File: src/rtl/ippk_pkg.sv
`default_nettype none
// ----------------------------------------------------------------------------
// ippk_pkg
// Shared constants, codes and types of the indexed pixel format packer.
// ----------------------------------------------------------------------------
package ippk_pkg;

	localparam int unsigned PAL_ENTRIES_DEF = 256;
	localparam int unsigned MAX_WIDTH_DEF   = 4096;

	localparam int unsigned IDX_W     = 8;
	localparam int unsigned CHAN_W    = 16;
	localparam int unsigned RGB_W     = 3 * CHAN_W;
	localparam int unsigned MAP_W     = 8;
	localparam int unsigned MASK_W    = 32;
	localparam int unsigned IMG_W_W   = 13;
	localparam int unsigned MODE_W    = 3;
	localparam int unsigned CFG_IDX_W = 3;
	localparam int unsigned CFG_DAT_W = 32;
	localparam int unsigned S_DATA_W  = 64;
	localparam int unsigned GRP_BYTES = 5;
	localparam int unsigned CNT_W     = 3;
	localparam int unsigned POS_W     = 3;

	// depth modes
	localparam logic [MODE_W-1:0] MODE_BYTE  = 3'd0;
	localparam logic [MODE_W-1:0] MODE_PACK1 = 3'd1;
	localparam logic [MODE_W-1:0] MODE_PACK2 = 3'd2;
	localparam logic [MODE_W-1:0] MODE_PACK4 = 3'd3;
	localparam logic [MODE_W-1:0] MODE_RGB16 = 3'd4;
	localparam logic [MODE_W-1:0] MODE_RGB24 = 3'd5;

	// register indexes
	localparam logic [CFG_IDX_W-1:0] REG_DEPTH   = 3'd0;
	localparam logic [CFG_IDX_W-1:0] REG_MSB     = 3'd1;
	localparam logic [CFG_IDX_W-1:0] REG_RED     = 3'd2;
	localparam logic [CFG_IDX_W-1:0] REG_GREEN   = 3'd3;
	localparam logic [CFG_IDX_W-1:0] REG_BLUE    = 3'd4;
	localparam logic [CFG_IDX_W-1:0] REG_WIDTH   = 3'd5;
	localparam logic [CFG_IDX_W-1:0] REG_STIPPLE = 3'd6;

	// item kinds
	localparam logic OP_LOAD  = 1'b0;
	localparam logic OP_PIXEL = 1'b1;

	// byte group kinds
	localparam logic [1:0] KIND_BYTE  = 2'd0;
	localparam logic [1:0] KIND_RGB16 = 2'd1;
	localparam logic [1:0] KIND_RGB24 = 2'd2;

	typedef struct packed {
		logic             en;
		logic [IDX_W-1:0] addr;
		logic [RGB_W-1:0] rgb;
		logic [MAP_W-1:0] map;
	} pal_wr_t;

	typedef struct packed {
		logic [GRP_BYTES-1:0][7:0] bytes;
		logic [CNT_W-1:0]          count;
		logic                      row_end;
	} group_t;

endpackage
`default_nettype wire

File: src/rtl/ippk_emit.sv
`default_nettype none
// ----------------------------------------------------------------------------
// ippk_emit
// Output sequencer: holds one group of up to five bytes, sends one item per
// cycle while m_axis_tready is high and flags the last byte of group and row.
// ----------------------------------------------------------------------------
module ippk_emit import ippk_pkg::*; (
	input  wire logic       clk,
	input  wire logic       arst_n,
	input  wire logic       grp_valid,
	output logic            grp_ready,
	input  wire group_t     grp,
	output logic            m_axis_tvalid,
	input  wire logic       m_axis_tready,
	output logic [7:0]      m_axis_tdata,  // out_byte
	output logic [0:0]      m_axis_tuser,  // last_of_item
	output logic            m_axis_tlast
);

	group_t           grp_q;
	logic [POS_W-1:0] pos_q;
	logic             busy_q;
	logic             last;

	assign last          = (pos_q == (grp_q.count - CNT_W'(1)));
	assign grp_ready     = !busy_q || (m_axis_tready && last);
	assign m_axis_tvalid = busy_q;
	assign m_axis_tdata  = grp_q.bytes[pos_q];
	assign m_axis_tuser  = last;
	assign m_axis_tlast  = last && grp_q.row_end;

	always_ff @(posedge clk or negedge arst_n) begin
		if (!arst_n) begin
			busy_q <= 1'b0;
			pos_q  <= '0;
		end else if (grp_valid && grp_ready) begin
			busy_q <= 1'b1;
			pos_q  <= '0;
		end else if (busy_q && m_axis_tready) begin
			if (last) begin
				busy_q <= 1'b0;
			end else begin
				pos_q <= pos_q + POS_W'(1);
			end
		end
	end

	always_ff @(posedge clk) begin
		if (grp_valid && grp_ready) begin
			grp_q <= grp;
		end
	end

	a_pos_in_range: assert property (@(posedge clk) disable iff (!arst_n)
		busy_q |-> (pos_q < grp_q.count))
		else $error("byte position beyond group");

	a_group_nonempty: assert property (@(posedge clk) disable iff (!arst_n)
		(grp_valid && grp_ready) |-> (grp.count != '0))
		else $error("empty byte group taken");

	a_hold_on_stall: assert property (@(posedge clk) disable iff (!arst_n)
		(busy_q && !m_axis_tready) |=> (busy_q && $stable(pos_q)))
		else $error("group lost while stalled");

endmodule
`default_nettype wire

File: config.mk
export PLATFORM = sky130hd
export DESIGN_NAME = ippk_emit
export DESIGN_NICKNAME = d
export VERILOG_FILES = /design/src/rtl/ippk_pkg.sv /design/src/rtl/ippk_emit.sv
export SDC_FILE = /design/constraint.sdc
export NUM_CORES = 1
export LEC_CHECK = 0
export BUFFER_PORTS_ARGS = -buffer_cell sky130_fd_sc_hd__buf_2
export CAP_MARGIN = 10
export CORE_MARGIN = 4
export CORE_UTILIZATION = 30
export CTS_BUF_LIST = sky130_fd_sc_hd__clkbuf_16
export DETAILED_ROUTE_END_ITERATION = 12
export HOLD_SLACK_MARGIN = 0.05
export PLACE_DENSITY = 0.54
export SLEW_MARGIN = 10
export SYNTH_ARGS = -nofsm -noshare
export SYNTH_HDL_FRONTEND = slang
export SYNTH_SLANG_ARGS = --single-unit
export TNS_END_PERCENT = 100
File: constraint.sdc
create_clock -name clk -period 3.6 [get_ports clk]
set_input_delay 0.72 -clock clk [delete_from_list [all_inputs] [get_ports clk]]
set_output_delay 0.72 -clock clk [all_outputs]
set_load 0.005 [all_outputs]
Word level (Yosys, flattened, before mapping)

Index checks and enable logic that the tools add are counted.

Bits in registers: 48
Memories: 0
Input port bits: 48
Word-level logic and storage cells: 32
ROM bits: 0
Memory bits (writable): 0
Latch bits: 0
Output and inout bits: 12

Order comparisons: 1
Multipliers: 0
Reductions and logical operators: 10
Add/subtract/negate cells: 2
Equal/unequal tests: 2
Div/mod/pow operators: 0
Bitwise gates (word level): 0
Shift-type cells: 0
Muxes and demuxes: 8

Operators by type and width:

| cell                                                                          | number |
|---|---|
| 8-bit binary-select mux with 3-bit select                                     | 1 |
| 3-bit two-way mux                                                             | 3 |
| 8-bit two-way mux                                                             | 1 |
| 1-bit logical AND                                                             | 4 |
| 3-bit by 4-bit less-than comparator with 1-bit output (second input constant) | 1 |
| 2-bit AND reduction                                                           | 2 |
| 2-bit nonzero test                                                            | 2 |
| 3-bit by 1-bit adder with 3-bit output (second input constant)                | 1 |
| 3-bit equality test                                                           | 1 |
| 1-bit two-way mux                                                             | 3 |
| 3-bit by 1-bit subtractor with 3-bit output (second input constant)           | 1 |
| 2-bit by 1-bit != test with 1-bit output (second input constant)              | 1 |
| 1-bit logical NOT                                                             | 1 |
| 1-bit logical OR                                                              | 1 |

Depth between registers and ports, before layout

Depth after elaboration: 7
Mapped depth: 6
Gate-level depth less buffers: 5

Least setup slack after synthesis

Ideal clock, no wire load.

Path kind: register -> register
Start point: register grp_q[1] in the netlist's numbering
End point: register grp_q[0] in the netlist's numbering, enable pin
Slack: -0.166 ns
Required time: 3.140 ns
Stages on the path, launching flop included: 6
Clock period less this slack: 3.766 ns
Arrival: 3.306 ns
Cells stage by stage: edfxtp_1 inv_1 ha_1 xor2_1 nand4_1 a21oi_1

Word-level cells in the longest chain between the ends: 5

Ends and longest elaborated chain:

| what                                        | RTL line        | RTL |
|---|---|---|
| from (decl)                                 | ippk_emit.sv:20 | `group_t grp_q;` |
| from (signal assigned)                      | ippk_emit.sv:50 | `grp_q <= grp;` |
| 3-bit by 1-bit subtractor with 3-bit output | ippk_emit.sv:25 | `assign last = (pos_q == (grp_q.count - CNT_W'(1)));` |
| 3-bit equality test                         | ippk_emit.sv:25 |  |
| 1-bit logical AND                           | ippk_emit.sv:26 | `assign grp_ready = !busy_q \|\| (m_axis_tready && last);` |
| 1-bit logical OR                            | ippk_emit.sv:26 |  |
| 1-bit logical AND                           | ippk_emit.sv:49 | `if (grp_valid && grp_ready) begin` |

No other way between the ends.
A chain may end at the register's enable or synchronous reset.

Worst setup path after layout

Start point: register pos_q[0]
End point: output m_axis_tlast

Word-level cells in the longest chain between the ends: 2

Ends and longest elaborated chain:

| what                   | RTL line        | RTL |
|---|---|---|
| from (decl)            | ippk_emit.sv:21 | `logic [POS_W-1:0] pos_q;` |
| from (signal assigned) | ippk_emit.sv:43 | `pos_q <= pos_q + POS_W'(1);` |
| 3-bit equality test    | ippk_emit.sv:25 |  |
| 1-bit logical AND      | ippk_emit.sv:30 | `assign m_axis_tlast = last && grp_q.row_end;` |
| to (decl)              | ippk_emit.sv:17 | `output logic m_axis_tlast` |

No other way between the ends.

==> results_dict.tcl <==
set metrics [dict create \
    route.detailed.drc 0 \
    async_flop_share_pct 8.33 \
    maxCapViolCount 0 \
    fin_total_pwr_mw 1.91 \
    postSynthAreaPerCell_um2 16.5 \
    die_h_um 89.3 \
    leakage_nw 1.03 \
    fin_util_pct 39.9 \
    hp-class "in -> async" \
    cts-resized-gates 0 \
    tns_ps 0 \
    postRouteAntennaNets 0 \
    path_max_fanout 15 \
    r2r-start "pos_q[0]" \
    clkSinkCount 48 \
    start_util_pct 31.0 \
    synth_top_area_share_pct 66.7 \
    synth_area_leaders "edfxtp_1 (67%), mux4_2 (9.1%), dfrtp_1 (5.1%), o21ai_0 (2.3%), nand2_1 (2.3%)" \
    drive_gt1_share_pct 42.9 \
    cts_hold_buf 0 \
    wl_per_cell_um 14.6 \
    routed_wirelength_um 3790 \
    dp_cells 252 \
    cpMaxStageDelayCell "dfrtp_1" \
    startpoint_type "register" \
    clock_latency_ps 280 \
    root_buffer "clkbuf_16" \
    rsz0062_at_grt "no" \
    grtUsageTotal_pct 9.93 \
    synth_top_family_by_area "multiplexers" \
    drt_iter0_drc 25 \
    fp.dieArea_mm2 0.00797 \
    synthTopCellsByCount "edfxtp_1 (44), nand2_1 (12), inv_1 (11)" \
    synth_nets 170 \
    dpl_cell_area_mm2 0.00237 \
    coreArea_mm2 0.00639 \
    synth_most_common_cell "edfxtp_1" \
    place_congestion 0.738 \
    hold_viol 0 \
    synth_top_area_cell "edfxtp_1" \
    fin_cells 259 \
    vias 1159 \
    critPathRequiredTime_ps 2880 \
    drv_slew 0 \
    finalSetupViolations 0 \
    rows 29 \
    relSlewSlack_pct 49.3 \
    cts_max_level 2 \
    p_per_area_mw_per_mm2 748 \
    synth_flop_cell "edfxtp_1" \
    startpoint "pos_q[0]" \
    path_cells "xor2_1 > and3_1 > and2_1 > buf_2" \
    multiInputGateArea_um2 497 \
    synth_mux_area_share_pct 9.60 \
    tightestPinTransition_ps 761 \
    synth_xor_xnor_area_share_pct 2.02 \
    antenna_found_initial 0 \
    ys_seq_elements 48 \
    synth.yosys.seq_area_share_pct 71.7 \
    synthAdderAreaFrac_pct 1.26 \
    cts_setup_buffers 0 \
    grt_overflow 0 \
    layout_setup_ws_ps 816 \
    antenna_cells 0 \
    nFillCells 611 \
    synthSimpleGateAreaFrac_pct 6.82 \
    die_x_um 89.3 \
    area_delta_synth_final_pct 28.7 \
    final_area_mm2 0.00255 \
    numCtsBuffers 5 \
    syn_area_mm2 0.00198 \
    vias_per_cell 4.47 \
    holdWs_ps 240 \
    ios 60 \
    grt_max_degree 45 \
    grt_pass1_wl_um 5830 \
    vdd_ir_drop_max_uv 338 \
    slowest_delay_ps 830 \
    dpl.hpwl_um 2650 \
    synth_compound_area_share_pct 4.80 \
    final.setup_skew_ps 3.78 \
    min_period_ps 2780 \
    postSynthCellCount 120 \
    grt_pass1_vias 1174 \
    clkTransAtPathRegs_ps 60 \
    crit_arrival_ps 2060 \
    clockBufferDepth 2 \
    ys_types 28 \
    seqCellArea_mm2 0.00142 \
    dp_slack_ps 1000 \
    critPathKind "reg -> out" \
    cts_tree "yes" \
    drtPass1Iterations 3 \
    port_buffers 59 \
    status "completed" \
    fin_nets 232 \
    synth_edf_count 44 \
    max_freq_mhz 359 \
    ys_warn_count 0 \
    fin_crit_sh_pct 77.3 \
    end_kind "output pin" \
]
-- registers in the layout, indices dropped and copies added (netlist names) --
name	count
grp_q	44
m_axis_tvalid	1
pos_q	3
-- per-layer routing --
metal	vias to the layer above	GRT usage, %	wire, µm
li1	573	-	-
met1	542	13.9	1730
met2	40	14.7	1750
met3	4	3.32	277
met4	0	2.84	33
met5	-	0	0
-- power by group --
part	total, mW	switching (mW)	internal [mW]
clock network	0.579	0.185	0.394
registers	0.823	0.102	0.721
logic	0.508	0.241	0.267
total	1.91	0.528	1.38
-- worst max-delay path, delay by kind of cell (launching register included) --
kind                   cells  cell delay, ps
buffers and inverters      1             110
AND/OR/NAND/NOR            2             480
flip-flops                 1             830
XOR/XNOR                   1             370
-- final cells by class --
class                           instances  area share [%]
Inverter                               11            1.62
Timing Repair Buffer                   61            12.2
Sequential cell                        48            55.7
Multi-Input combinational cell         55            19.5
Tap cell                               77            3.78
Clock inverter                          2            2.35
Clock buffer                            5            4.90
-- logic make-up after synthesis --
family          after synthesis
simple gates                 25
mux                           9
fa+ha+maj                     2
xor+xnor                      3
compound gates               16
buf+inv                      17
flops                        48
-- placed cells by master, fill, tap and decap left out, types with 3 or more instances in the layout --
| master | synthesis | routed |
|---|---|---|
| inv_1 | 11 | 11 |
| nor2b_1 | 3 | 3 |
| dfrtp_1 | 4 | 4 |
| edfxtp_1 | 44 | 44 |
| mux4_2 | 8 | 8 |
| buf_2 | 3 | 59 |
| clkbuf_16 | 0 | 5 |
| o21ai_0 | 9 | 9 |
| nand4_1 | 3 | 3 |
| nand2_1 | 12 | 12 |
-- path summary, 6_finish.rpt --
path | slack, ps | cells past startpoint | to
max | 820 | 4 | m_axis_tlast
min | 240 | 1 | m_axis_tvalid
max reg2reg | 1050 | 4 | grp_q[23]
min reg2reg | 660 | 2 | pos_q[2]
max in group asynchronous | 3230 | 1 | pos_q[1]
min in group clk | 610 | 1 | grp_q[9]
Power figures use the tool's default switching activity.
